$ cat src/hdl/sctp_path_congestion_window_top_assert.svh
// ----------------------------------------------------------------------------
// Assertion macros for the path congestion window block
// Concurrent checks on the rising clock edge, disabled while reset is high.
// ----------------------------------------------------------------------------
`ifndef SCTP_PATH_CONGESTION_WINDOW_TOP_ASSERT_SVH
`define SCTP_PATH_CONGESTION_WINDOW_TOP_ASSERT_SVH

`ifndef SYNTHESIS

// Property that holds in the same cycle
`define SCW_ASSERT(label, clk, rst, prop) \
  label: assert property (@(posedge clk) disable iff (rst) (prop)) \
    else $error("assertion failed: %m");

// Antecedent in one cycle, consequent in the next
`define SCW_ASSERT_NEXT(label, clk, rst, ante, cons) \
  label: assert property (@(posedge clk) disable iff (rst) (ante) |=> (cons)) \
    else $error("assertion failed: %m");

`else

`define SCW_ASSERT(label, clk, rst, prop)
`define SCW_ASSERT_NEXT(label, clk, rst, ante, cons)

`endif

`endif

$ cat src/hdl/scw_pkg.sv
// ----------------------------------------------------------------------------
// scw_pkg
// Types and constants shared by the path congestion window block.
// ----------------------------------------------------------------------------
package scw_pkg;

  // Floor of the initial and idle window, in bytes
  localparam logic [31:0] MIN_INIT_WINDOW = 32'd4380;

  // Configuration register indexes
  localparam logic [1:0] REG_PEER_WINDOW = 2'd0;
  localparam logic [1:0] REG_MAX_BURST   = 2'd1;
  localparam logic [1:0] REG_FR_ENABLE   = 2'd2;

  typedef enum logic [2:0] {
    OP_INIT        = 3'd0,
    OP_ACKED       = 3'd1,
    OP_SACK_RTX    = 3'd2,
    OP_FR_EXIT     = 3'd3,
    OP_RTX_TIMEOUT = 3'd4,
    OP_MAX_BURST   = 3'd5,
    OP_IDLE        = 3'd6
  } opcode_t;

  // One path entry of the table
  typedef struct packed {
    logic [31:0] cwnd;
    logic [31:0] ssth;
    logic [31:0] pba;
    logic        fr;
    logic [31:0] ex;
  } entry_t;

  // Captured request, with the terms that need no table state worked out
  typedef struct packed {
    opcode_t     opcode;
    logic        in_range;
    logic [15:0] mtu;
    logic [31:0] acked;
    logic        adv;
    logic [31:0] out_before;
    logic [32:0] before_mtu;
    logic        now_zero;
    logic        rtx;
    logic [31:0] hi_tsn;
    logic [31:0] last;
    logic [31:0] init_win;
    logic [31:0] four_mtu;
    logic [31:0] min_inc;
    logic [32:0] burst_lim;
    logic [31:0] peer_win;
    logic        fr_en;
  } ev_t;

endpackage

$ cat src/hdl/scw_in_if.sv
// ----------------------------------------------------------------------------
// scw_in_if
// Request channel: one congestion event for one path.
// ----------------------------------------------------------------------------
interface scw_in_if;
  logic        valid;
  logic        ready;
  logic [2:0]  opcode;
  logic [3:0]  path_index;
  logic [15:0] path_mtu;
  logic [31:0] acked_bytes;
  logic        cum_ack_advanced;
  logic [31:0] outstanding_before;
  logic [31:0] outstanding_now;
  logic        needs_retransmit;
  logic [31:0] highest_outstanding_tsn;
  logic [31:0] last_tsn_ack;

  modport source (
    output valid, opcode, path_index, path_mtu, acked_bytes, cum_ack_advanced,
           outstanding_before, outstanding_now, needs_retransmit,
           highest_outstanding_tsn, last_tsn_ack,
    input  ready
  );

  modport sink (
    input  valid, opcode, path_index, path_mtu, acked_bytes, cum_ack_advanced,
           outstanding_before, outstanding_now, needs_retransmit,
           highest_outstanding_tsn, last_tsn_ack,
    output ready
  );
endinterface

$ cat src/hdl/scw_out_if.sv
// ----------------------------------------------------------------------------
// scw_out_if
// Result channel: the path entry after the event.
// ----------------------------------------------------------------------------
interface scw_out_if;
  logic        valid;
  logic        ready;
  logic [31:0] window_out;
  logic [31:0] threshold_out;
  logic [31:0] partial_acked_out;
  logic        in_fast_recovery;
  logic [31:0] recovery_exit_out;
  logic        window_changed;

  modport source (
    output valid, window_out, threshold_out, partial_acked_out,
           in_fast_recovery, recovery_exit_out, window_changed,
    input  ready
  );

  modport sink (
    input  valid, window_out, threshold_out, partial_acked_out,
           in_fast_recovery, recovery_exit_out, window_changed,
    output ready
  );
endinterface

$ cat src/hdl/sctp_path_congestion_window_top.sv
// ----------------------------------------------------------------------------
// sctp_path_congestion_window_top
// Per-path SCTP congestion window engine over a path table held in RAM.
// ----------------------------------------------------------------------------
//  channel  dir  handshake     carries
//  evt      in   valid/ready   opcode, path and SACK/timer figures
//  res      out  valid/ready   entry after the event, window change flag
//  cfg      in   cfg_we        peer window, max burst, fast recovery enable
//
//  The table is read in the accept cycle (ST_IDLE); the entry is updated
//  and written back in ST_EXEC, which also loads the output register.
//  Because of the RAM read-modify-write, one request is in flight.
//  A new request is taken while a result waits; the update cycle holds until
//  the output register is free. Reset clears the entry valid bits and sets the
//  configuration registers to their defaults at once; an entry never written reads as zero.
// ----------------------------------------------------------------------------
`include "sctp_path_congestion_window_top_assert.svh"

module sctp_path_congestion_window_top import scw_pkg::*; #(
  parameter int MAX_PATHS = 16
) (
  input  logic        clk,
  input  logic        rst,
  scw_in_if.sink      evt,
  scw_out_if.source   res,
  input  logic        cfg_we,
  input  logic [1:0]  cfg_index,
  input  logic [31:0] cfg_data
);

  localparam int AW = (MAX_PATHS > 1) ? $clog2(MAX_PATHS) : 1;

  typedef enum logic [1:0] {
    ST_IDLE = 2'b01,
    ST_EXEC = 2'b10
  } state_t;

  state_t state;
  state_t state_next;

  logic [31:0] peer_win;
  logic [7:0]  max_burst;
  logic        fr_enable;

  logic            accept;
  logic            advance;
  logic [AW+3:0]   path_wide;
  logic [AW-1:0]   evt_addr;
  logic            evt_in_range;
  logic [23:0]     burst_bytes;
  logic [31:0]     mtu_two;
  ev_t             ev_capt;
  ev_t             ev;
  logic [AW-1:0]   ev_addr;
  logic            entry_hit;
  logic [MAX_PATHS-1:0] entry_valid;
  logic [$bits(entry_t)-1:0] ram_rdata;
  logic            ram_we;
  entry_t          cur;
  entry_t          nxt;
  logic            changed;

  // Configuration registers
  always_ff @(posedge clk) begin
    if (rst) begin
      peer_win  <= 32'd65535;
      max_burst <= 8'd4;
      fr_enable <= 1'b1;
    end else if (cfg_we) begin
      case (cfg_index)
        REG_PEER_WINDOW: peer_win  <= cfg_data;
        REG_MAX_BURST:   max_burst <= cfg_data[7:0];
        REG_FR_ENABLE:   fr_enable <= cfg_data[0];
        default: ;
      endcase
    end
  end

  // Handshake
  assign evt.ready = (state == ST_IDLE);
  assign accept    = evt.valid && evt.ready;
  assign advance   = (state == ST_EXEC) && (!res.valid || res.ready);

  // Table address of the request
  assign path_wide    = {{AW{1'b0}}, evt.path_index};
  assign evt_addr     = path_wide[AW-1:0];
  assign evt_in_range = (32'(evt.path_index) < MAX_PATHS);

  // Terms that need no table state, formed in the accept cycle
  assign burst_bytes = {16'b0, max_burst} * {8'b0, evt.path_mtu};
  assign mtu_two     = {15'b0, evt.path_mtu, 1'b0};

  always_comb begin
    ev_capt.opcode     = opcode_t'(evt.opcode);
    ev_capt.in_range   = evt_in_range;
    ev_capt.mtu        = evt.path_mtu;
    ev_capt.acked      = evt.acked_bytes;
    ev_capt.adv        = evt.cum_ack_advanced;
    ev_capt.out_before = evt.outstanding_before;
    ev_capt.before_mtu = {1'b0, evt.outstanding_before} + {17'b0, evt.path_mtu};
    ev_capt.now_zero   = (evt.outstanding_now == '0);
    ev_capt.rtx        = evt.needs_retransmit;
    ev_capt.hi_tsn     = evt.highest_outstanding_tsn;
    ev_capt.last       = evt.last_tsn_ack;
    ev_capt.init_win   = (mtu_two > MIN_INIT_WINDOW) ? mtu_two : MIN_INIT_WINDOW;
    ev_capt.four_mtu   = {14'b0, evt.path_mtu, 2'b00};
    ev_capt.min_inc    = ({16'b0, evt.path_mtu} < evt.acked_bytes) ?
                         {16'b0, evt.path_mtu} : evt.acked_bytes;
    ev_capt.burst_lim  = {1'b0, evt.outstanding_now} + {9'b0, burst_bytes};
    ev_capt.peer_win   = peer_win;
    ev_capt.fr_en      = fr_enable;
  end

  // Request register
  always_ff @(posedge clk) begin
    if (accept) begin
      ev        <= ev_capt;
      ev_addr   <= evt_addr;
      entry_hit <= evt_in_range && entry_valid[evt_addr];
    end
  end

  // Path table
  scw_ram #(
    .WIDTH ($bits(entry_t)),
    .DEPTH (MAX_PATHS)
  ) u_table (
    .clk   (clk),
    .we    (ram_we),
    .waddr (ev_addr),
    .wdata (nxt),
    .re    (accept),
    .raddr (evt_addr),
    .rdata (ram_rdata)
  );

  assign cur    = entry_hit ? entry_t'(ram_rdata) : '0;
  assign ram_we = advance && ev.in_range;

  // Entry valid bits: unwritten entries read as zero
  always_ff @(posedge clk) begin
    if (rst) begin
      entry_valid <= '0;
    end else if (ram_we) begin
      entry_valid[ev_addr] <= 1'b1;
    end
  end

  scw_update u_update (
    .ev      (ev),
    .cur     (cur),
    .nxt     (nxt),
    .changed (changed)
  );

  // Sequencer
  always_comb begin
    state_next = state;
    case (state)
      ST_IDLE: if (accept)  state_next = ST_EXEC;
      ST_EXEC: if (advance) state_next = ST_IDLE;
      default: state_next = ST_IDLE;
    endcase
  end

  always_ff @(posedge clk) begin
    if (rst) begin
      state <= ST_IDLE;
    end else begin
      state <= state_next;
    end
  end

  // Output register
  always_ff @(posedge clk) begin
    if (rst) begin
      res.valid <= 1'b0;
    end else if (advance) begin
      res.valid <= 1'b1;
    end else if (res.ready) begin
      res.valid <= 1'b0;
    end
  end

  always_ff @(posedge clk) begin
    if (advance) begin
      if (ev.in_range) begin
        res.window_out        <= nxt.cwnd;
        res.threshold_out     <= nxt.ssth;
        res.partial_acked_out <= nxt.pba;
        res.in_fast_recovery  <= nxt.fr;
        res.recovery_exit_out <= nxt.fr ? nxt.ex : '0;
        res.window_changed    <= changed;
      end else begin
        res.window_out        <= '0;
        res.threshold_out     <= '0;
        res.partial_acked_out <= '0;
        res.in_fast_recovery  <= 1'b0;
        res.recovery_exit_out <= '0;
        res.window_changed    <= 1'b0;
      end
    end
  end

  // Checks
  `SCW_ASSERT_NEXT(a_accept_to_exec, clk, rst, accept, state == ST_EXEC)
  `SCW_ASSERT(a_write_in_range, clk, rst, !ram_we || (ev.in_range && state == ST_EXEC))
  `SCW_ASSERT(a_no_accept_in_exec, clk, rst, !(state == ST_EXEC) || !evt.ready)
  `SCW_ASSERT_NEXT(a_result_from_exec, clk, rst, !res.valid && !advance, !res.valid)
  `SCW_ASSERT_NEXT(a_stall_holds, clk, rst, state == ST_EXEC && res.valid && !res.ready,
                   state == ST_EXEC)

endmodule

$ cat src/hdl/scw_ram.sv
// ----------------------------------------------------------------------------
// scw_ram
// Generic single-write, single-read RAM with registered read data.
// ----------------------------------------------------------------------------
module scw_ram #(
  parameter int WIDTH = 32,
  parameter int DEPTH = 16
) (
  input  logic                                   clk,
  input  logic                                   we,
  input  logic [((DEPTH > 1) ? $clog2(DEPTH) : 1)-1:0] waddr,
  input  logic [WIDTH-1:0]                       wdata,
  input  logic                                   re,
  input  logic [((DEPTH > 1) ? $clog2(DEPTH) : 1)-1:0] raddr,
  output logic [WIDTH-1:0]                       rdata
);

  logic [WIDTH-1:0] mem [DEPTH];

  // Write port
  always_ff @(posedge clk) begin
    if (we) begin
      mem[waddr] <= wdata;
    end
  end

  // Read port, data held while not enabled
  always_ff @(posedge clk) begin
    if (re) begin
      rdata <= mem[raddr];
    end
  end

endmodule

$ cat src/hdl/scw_update.sv
// ----------------------------------------------------------------------------
// scw_update
// Next value of one path entry for one event (RFC 4960 section 7.2 rules).
// ----------------------------------------------------------------------------
module scw_update import scw_pkg::*; (
  input  ev_t    ev,
  input  entry_t cur,
  output entry_t nxt,
  output logic   changed
);

  // Saturating 32-bit increment
  function automatic logic [31:0] sat_add(input logic [31:0] a, input logic [31:0] b);
    logic [32:0] s;
    s = {1'b0, a} + {1'b0, b};
    return s[32] ? '1 : s[31:0];
  endfunction

  logic [31:0] half_cwnd;
  logic [31:0] reduced;
  logic [31:0] pba_sum;
  logic [31:0] cwnd_inc;
  logic [31:0] exit_diff;

  // Shared terms
  assign half_cwnd = {1'b0, cur.cwnd[31:1]};
  assign reduced   = (half_cwnd > ev.four_mtu) ? half_cwnd : ev.four_mtu;
  assign pba_sum   = sat_add(cur.pba, ev.acked);
  assign cwnd_inc  = sat_add(cur.cwnd, {16'b0, ev.mtu});
  assign exit_diff = ev.last - cur.ex;

  // Opcode decode
  always_comb begin
    nxt = cur;
    case (ev.opcode)
      OP_INIT: begin
        nxt.cwnd = ev.init_win;
        nxt.ssth = ev.peer_win;
      end
      OP_ACKED: begin
        if (!cur.fr) begin
          if (cur.cwnd <= cur.ssth) begin
            // slow start
            nxt.pba = '0;
            if (ev.adv &&
                (ev.out_before >= cur.cwnd || ev.before_mtu > {1'b0, cur.cwnd})) begin
              nxt.cwnd = sat_add(cur.cwnd, ev.min_inc);
            end
          end else begin
            // congestion avoidance
            nxt.pba = pba_sum;
            if (pba_sum >= cur.cwnd && ev.adv && ev.out_before >= cur.cwnd) begin
              nxt.cwnd = cwnd_inc;
              nxt.pba  = (cwnd_inc < pba_sum) ? (pba_sum - cwnd_inc) : '0;
            end
          end
          if (ev.now_zero) begin
            nxt.pba = '0;
          end
        end
      end
      OP_SACK_RTX: begin
        if (!cur.fr && ev.rtx) begin
          nxt.ssth = reduced;
          nxt.cwnd = reduced;
          nxt.pba  = '0;
          if (ev.fr_en) begin
            nxt.fr = 1'b1;
            nxt.ex = ev.hi_tsn;
          end
        end
      end
      OP_FR_EXIT: begin
        // serial compare: last at or beyond exit point
        if (cur.fr && !exit_diff[31]) begin
          nxt.fr = 1'b0;
          nxt.ex = '0;
        end
      end
      OP_RTX_TIMEOUT: begin
        nxt.ssth = reduced;
        nxt.cwnd = {16'b0, ev.mtu};
        nxt.pba  = '0;
        nxt.fr   = 1'b0;
        nxt.ex   = '0;
      end
      OP_MAX_BURST: begin
        if ({1'b0, cur.cwnd} > ev.burst_lim) begin
          nxt.cwnd = ev.burst_lim[31:0];
        end
      end
      OP_IDLE: begin
        nxt.cwnd = ev.init_win;
      end
      default: begin
        nxt = cur;
      end
    endcase
  end

  assign changed = (nxt.cwnd != cur.cwnd);

endmodule
$ cat src/flat_wrapper.sv
// flat-port wrapper written by rule: the top's interface ports become plain ports
module sctp_path_congestion_window_top_flat import scw_pkg::*;
#(
  parameter int MAX_PATHS = 16
)
  (clk, rst, cfg_we, cfg_index, cfg_data, evt_valid, evt_opcode, evt_path_index, evt_path_mtu, evt_acked_bytes, evt_cum_ack_advanced, evt_outstanding_before, evt_outstanding_now, evt_needs_retransmit, evt_highest_outstanding_tsn, evt_last_tsn_ack, evt_ready, res_valid, res_window_out, res_threshold_out, res_partial_acked_out, res_in_fast_recovery, res_recovery_exit_out, res_window_changed, res_ready);
  scw_in_if evt_i ();
  scw_out_if res_i ();
  input  logic clk;
  input  logic rst;
  input  logic cfg_we;
  input  logic [1:0] cfg_index;
  input  logic [31:0] cfg_data;
  input wire logic [$bits(evt_i.valid)-1:0] evt_valid;
  input wire logic [$bits(evt_i.opcode)-1:0] evt_opcode;
  input wire logic [$bits(evt_i.path_index)-1:0] evt_path_index;
  input wire logic [$bits(evt_i.path_mtu)-1:0] evt_path_mtu;
  input wire logic [$bits(evt_i.acked_bytes)-1:0] evt_acked_bytes;
  input wire logic [$bits(evt_i.cum_ack_advanced)-1:0] evt_cum_ack_advanced;
  input wire logic [$bits(evt_i.outstanding_before)-1:0] evt_outstanding_before;
  input wire logic [$bits(evt_i.outstanding_now)-1:0] evt_outstanding_now;
  input wire logic [$bits(evt_i.needs_retransmit)-1:0] evt_needs_retransmit;
  input wire logic [$bits(evt_i.highest_outstanding_tsn)-1:0] evt_highest_outstanding_tsn;
  input wire logic [$bits(evt_i.last_tsn_ack)-1:0] evt_last_tsn_ack;
  output wire logic [$bits(evt_i.ready)-1:0] evt_ready;
  output wire logic [$bits(res_i.valid)-1:0] res_valid;
  output wire logic [$bits(res_i.window_out)-1:0] res_window_out;
  output wire logic [$bits(res_i.threshold_out)-1:0] res_threshold_out;
  output wire logic [$bits(res_i.partial_acked_out)-1:0] res_partial_acked_out;
  output wire logic [$bits(res_i.in_fast_recovery)-1:0] res_in_fast_recovery;
  output wire logic [$bits(res_i.recovery_exit_out)-1:0] res_recovery_exit_out;
  output wire logic [$bits(res_i.window_changed)-1:0] res_window_changed;
  input wire logic [$bits(res_i.ready)-1:0] res_ready;
  assign evt_i.valid = evt_valid;
  assign evt_i.opcode = evt_opcode;
  assign evt_i.path_index = evt_path_index;
  assign evt_i.path_mtu = evt_path_mtu;
  assign evt_i.acked_bytes = evt_acked_bytes;
  assign evt_i.cum_ack_advanced = evt_cum_ack_advanced;
  assign evt_i.outstanding_before = evt_outstanding_before;
  assign evt_i.outstanding_now = evt_outstanding_now;
  assign evt_i.needs_retransmit = evt_needs_retransmit;
  assign evt_i.highest_outstanding_tsn = evt_highest_outstanding_tsn;
  assign evt_i.last_tsn_ack = evt_last_tsn_ack;
  assign evt_ready = evt_i.ready;
  assign res_valid = res_i.valid;
  assign res_window_out = res_i.window_out;
  assign res_threshold_out = res_i.threshold_out;
  assign res_partial_acked_out = res_i.partial_acked_out;
  assign res_in_fast_recovery = res_i.in_fast_recovery;
  assign res_recovery_exit_out = res_i.recovery_exit_out;
  assign res_window_changed = res_i.window_changed;
  assign res_i.ready = res_ready;
  sctp_path_congestion_window_top #(.MAX_PATHS(MAX_PATHS)) u_core (.clk(clk), .rst(rst), .evt(evt_i), .res(res_i), .cfg_we(cfg_we), .cfg_index(cfg_index), .cfg_data(cfg_data));
endmodule
$ cat config.mk
export PLATFORM = sky130hd
export DESIGN_NAME = sctp_path_congestion_window_top_flat
export DESIGN_NICKNAME = d
export VERILOG_FILES = /design/src/hdl/scw_pkg.sv /design/src/hdl/scw_in_if.sv /design/src/hdl/scw_out_if.sv /design/src/hdl/sctp_path_congestion_window_top.sv /design/src/hdl/scw_ram.sv /design/src/hdl/scw_update.sv /design/src/flat_wrapper.sv
export VERILOG_INCLUDE_DIRS = /design/src /design/src/hdl
export SDC_FILE = /design/constraint.sdc
export NUM_CORES = 2
export LEC_CHECK = 0
export BUFFER_PORTS_ARGS = -buffer_cell sky130_fd_sc_hd__buf_2
export CAP_MARGIN = 20
export CORE_AREA = 2 2 402 563
export DETAILED_ROUTE_END_ITERATION = 16
export DIE_AREA = 0 0 404 565
export HOLD_SLACK_MARGIN = 0.12
export PLACE_DENSITY = 0.71
export REMOVE_ABC_BUFFERS = 1
export SLEW_MARGIN = 0
export SYNTH_ARGS = -nofsm -noshare
export SYNTH_HDL_FRONTEND = slang
export SYNTH_HIERARCHICAL = 1
export SYNTH_SLANG_ARGS = --single-unit
$ cat constraint.sdc
create_clock -name clk -period 41.3 [get_ports clk]
set_input_delay 10.325 -clock clk [delete_from_list [all_inputs] [get_ports clk]]
set_output_delay 10.325 -clock clk [all_outputs]
set_load 0.01 [all_outputs]
# Word level (Yosys, flattened, before mapping)
# Memory sizes are Yosys's and may differ from the RTL's. A register that Yosys moved wholly into a read port is not among the register bits.
# Index checks and enable logic that the tools add are counted.
# totals
register_bits,508
wordCells,122
n_memories,1
ram_bits,2064
in_bits,224
# classes
add_sub_neg,7
mul,1
reduce_logical,22
magnitude_cmp,12
n_mux,34
eq_ne,13
bitwise_logic,1
# memory_table
memory,depth,width,read_ports,rd_clocked_by_memory_dff,wr,line_no,source
u_core.u_table.mem,16,129,1,1,1,scw_ram.sv:18,logic [WIDTH-1:0] mem [DEPTH];
# op_table
operator,count
$mux W32,13
$mux W129,2
$pmux W32 S3,2
$pmux W32 S5,1
$pmux W33 S3,1
$add A32 B16 Y33,2
$add A32 B32 Y33,2
$mux W33,2
$ge A32 B32 Y1,2
$sub A32 B32 Y32,2
$add A32 B24 Y33,1
$gt A32 B33 Y1,1
$gt A33 B32 Y1,1
$le A32 B32 Y1,1
$logic_not A32 Y1,1
$lt A16 B32 Y1,1
$lt A32 B32 Y1,1
$ne A32 B32 Y1,1
$gt A31 B18 Y1,1
$mux W31,1
$mul A8 B16 Y24,1
$gt A17 B13 Y1 const B,1
$mux W16,1
$or A16 B16 Y16,1
other kinds (22),47

# Depth between registers and ports, before layout
# depth
word_depth,11
mapped_depth,35
depth_no_buf,31

# By module
# Netlist, hierarchy kept.
# by_module_without_submodules
mod,cells_each,area_each_um2,n_inst,seq_area_each_um2
scw_ram,3370,81628.3,1,65853.2
sctp_path_congestion_window_top,1753,23204.8,1,14173.6
scw_update,2558,17281.6,1,0.0

# Worst setup path after synthesis
# Ideal clock, no wire load.
# synth_timing
path_kind,in2reg
from,input port res_ready
to,memory u_core/u_table/mem[0][0] in the netlist's numbering (enable)
slack_ns,18.060
n_path_buf,0
arrival_time_ns,22.465
t_required_ns,40.525
setup_ns,0.775
stages,5
cell_sequence,nand2b_1 -> nand2b_1 -> inv_1 -> or3b_2 -> nor3_1
# synth_between
elab_chain_len,4
# synth_lines
element,line_no,source
from (decl),flat_wrapper.sv:33,input wire logic [$bits(res_i.ready)-1:0] res_ready;
$logic_or A1 B1 Y1,sctp_path_congestion_window_top.sv:82,assign advance = (state == ST_EXEC) && (!res.valid || res.ready);
$logic_and A1 B1 Y1,sctp_path_congestion_window_top.sv:82,
named net u_core.advance,sctp_path_congestion_window_top.sv:46,logic advance;
$mux W1,scw_ram.sv:22,if (we) begin
$mux W1 (not written as such),scw_ram.sv:23,mem[waddr] <= wdata;
to (decl),scw_ram.sv:18,
# The timed path passes the listed nets, and every way through them passes these cells.

==> results.py <==
metrics = {
    "status": {
        "status": "complete, no violations",
    },
    "worst_hold_path": {
        "hold_path.class": "flip-flop to flip-flop",
    },
    "timing": {
        "hold_violations": 0,
        "slew_violations": 0,
        "setup_viol": 0,
        "slew_headroom_pct": 14.46,
        "hold_ws_ns": 0.4137,
        "final.setup.tns_ns": 0,
        "min_period_ns": 14.54,
        "max_freq_mhz": 68.79,
        "worst_pin_slew_ns": 1.283,
        "skew_ns": 0.06985,
        "rsz0062_at_grt": "false",
        "finalCritPeriodShare_pct": 35.20,
    },
    "clock_network": {
        "clk_latency_ns": 0.91,
        "cts_tree": "done",
        "cts-resized-gates": 0,
        "cts_setup_buffers": 0,
        "clkTransAtPathRegs_ns": 0.07,
        "numCtsBuffers": 245,
        "htreeDepth": 4,
        "hold_buffers": 0,
        "cts_buffer_depth": 4,
        "clockRootBuffer": "clkbuf_16",
        "cts.sinks": 2685,
    },
    "cells_and_area": {
        "syn2layout_area_growth_pct": 11.58,
        "instances_no_fill": 11350,
        "finalNetCount": 8988,
        "n_fill_cell": 16160,
        "drive_gt1_share_pct": 19.92,
        "fin_area_mm2": 0.1362,
    },
    "power": {
        "peakVddDrop_mv": 0.04564,
        "power.density_mw_per_mm2": 45.82,
        "p_leak_nw": 48.10,
        "power_mw": 6.243,
    },
    "global_routing": {
        "grt_max_degree": 120,
        "grt_pass1_vias": 75270,
        "grt_pass1_wl_um": 536300,
        "grt_use_total_pct": 32.94,
        "antenna_found_initial": 23,
        "grt_overflow": 0,
    },
    "setup_path": {
        "cp_slowest_stage_delay_ns": 0.56,
        "path_common_cell": "fa_1",
        "cp.arrival_ns": 15.15,
        "crit_fanout": 13,
        "required_ns": 41.91,
        "crit_chain": "buf_2, nand2_1, fa_1, fa_1, inv_1, fa_1, inv_1, fa_1, inv_1, ha_1, a21o_1, nor2_1, a211o_1, a31oi_2, a31oi_1, nor2b_1, a21oi_1, xnor2_1",
        "end_kind": "flip-flop",
        "critPathLaunchType": "primary input",
        "cp_slowest_cell": "fa_1",
        "criticalPathCategory": "primary input to flip-flop",
    },
    "synthesis": {
        "yosysWarnings": 6,
        "syn_avg_cell_area_um2": 15.90,
        "synth_area_mm2": 0.1221,
        "postSynthCellCount": 7680,
    },
    "drt": {
        "remaining_drc_errors": 0,
        "drt-initial-drc-count": 9331,
        "drt_first_pass_iters": 8,
        "antenna_left": 0,
        "drt-total-wl_um": 378000,
        "via_per_inst": 6.656,
        "dr_total_vias": 75520,
        "avgRoutedWirePerCell_um": 33.31,
    },
    "place": {
        "dp_hpwl_um": 238300,
        "numPortBuffers": 355,
        "dpl-instance-area_mm2": 0.1281,
        "place.gp.congestion": 0.9834,
        "placed_cells": 10880,
    },
    "floorplanning": {
        "dieArea_mm2": 0.2283,
        "core-area_mm2": 0.2226,
        "num_rows": 205,
        "start_util_pct": 54.85,
        "die_height_um": 565,
        "ioPinCount": 356,
        "die-width_um": 404,
    },
    "run": {
        "drv_cap": 0,
    },
}
## worst max-delay path, delay by kind of cell
family                   cells  cell delay [ns]
AO/OA/AOI/OAI                5             1.14
XOR/XNOR                     1             0.14
adder cells (fa/ha/maj)      5             2.56
buffers and inverters        4             0.52
AND/OR/NAND/NOR              3             0.45
## per-layer routing
metal  part of all wire [%]  up-vias  track usage, %
met2                     48     4661           53.71
met3                    9.6      959           5.254
li1                       -    31200               -
met4                    5.7        8           15.96
met1                     37    38700           43.55
met5                  0.011        -               0
## power by group
| part | switching (mW) | leakage [nW] | internal, mW |
|---|---|---|---|
| sequential | 0.0361 | 24.6 | 3.09 |
| combinational | 0.544 | 19.5 | 0.279 |
| clock | 1.01 | 3.94 | 1.28 |
| total | 1.59 | 48.1 | 4.65 |
## metrics by stage
step / setup slack [ns] / utilization [%]
3_3_place_gp: 25.87 / 57.49
2_1_floorplan: 18.06 / -
5_1_grt: 26.37 / 61.19
6_report: 26.76 / 61.20
3_5_place_dp: 25.84 / 57.52
4_1_cts: 26.75 / 61.13
## path summary, 6_finish.rpt
path                       start                         to  slack, ns  cells past startpoint
max reg2reg     u_core/entry_hit  u_core/res.window_changed      31.01                     30
max              evt_path_mtu[1]              u_core/ev[58]      26.76                     18
min          u_core/peer_win[31]              u_core/ev[32]       0.41                      0
min reg2reg  u_core/peer_win[31]              u_core/ev[32]       0.41                      0
## state kept, by name (all words and copies together), names as in the netlist, 2 cells and up
name and cells:
u_core/ev 297, u_core/res.window_out 32, u_core/res.recovery_exit_out 32, u_core/state 2, u_core/ev_addr 4, u_core/peer_win 32, u_core/res.partial_acked_out 32, u_core/max_burst 8
u_core/res.threshold_out 32, u_core/entry_valid 16, u_core/u_table/rdata 129, u_core/u_table/mem 2064
## final cells by class
type / count / area (µm²) / area share (%)
Antenna cell: 4 / 10.01 / 0.007347
Clock buffer: 289 / 6357 / 4.666
Clock inverter: 162 / 1690 / 1.241
Inverter: 403 / 1520 / 1.116
Multi-Input combinational cell: 4320 / 39380 / 28.90
Sequential cell: 2685 / 80030 / 58.74
Tap cell: 2898 / 3626 / 2.661
Timing Repair Buffer: 585 / 3643 / 2.674
## cells in the final DEF, fill, tap and decap left out, types with 44 or more instances in the layout
master / n
nor2_1: 223
nand4_1: 64
o21ai_0: 174
ha_1: 413
nand3_1: 87
a21o_1: 124
a31oi_1: 44
inv_1: 399
o211ai_1: 47
nor3_1: 55
mux2_2: 70
nand2_1: 507
fa_1: 111
buf_4: 217
xor2_1: 49
nor2b_1: 46
a21oi_1: 352
dfxtp_1: 60
mux4_2: 492
clkbuf_16: 246
mux2i_1: 54
xnor2_1: 94
conb_1: 86
clkinv_2: 58
and2_1: 256
nand2b_1: 49
buf_2: 354
a22oi_1: 226
edfxtp_1: 2625
Note: power is estimated with default switching activity, not from simulation.
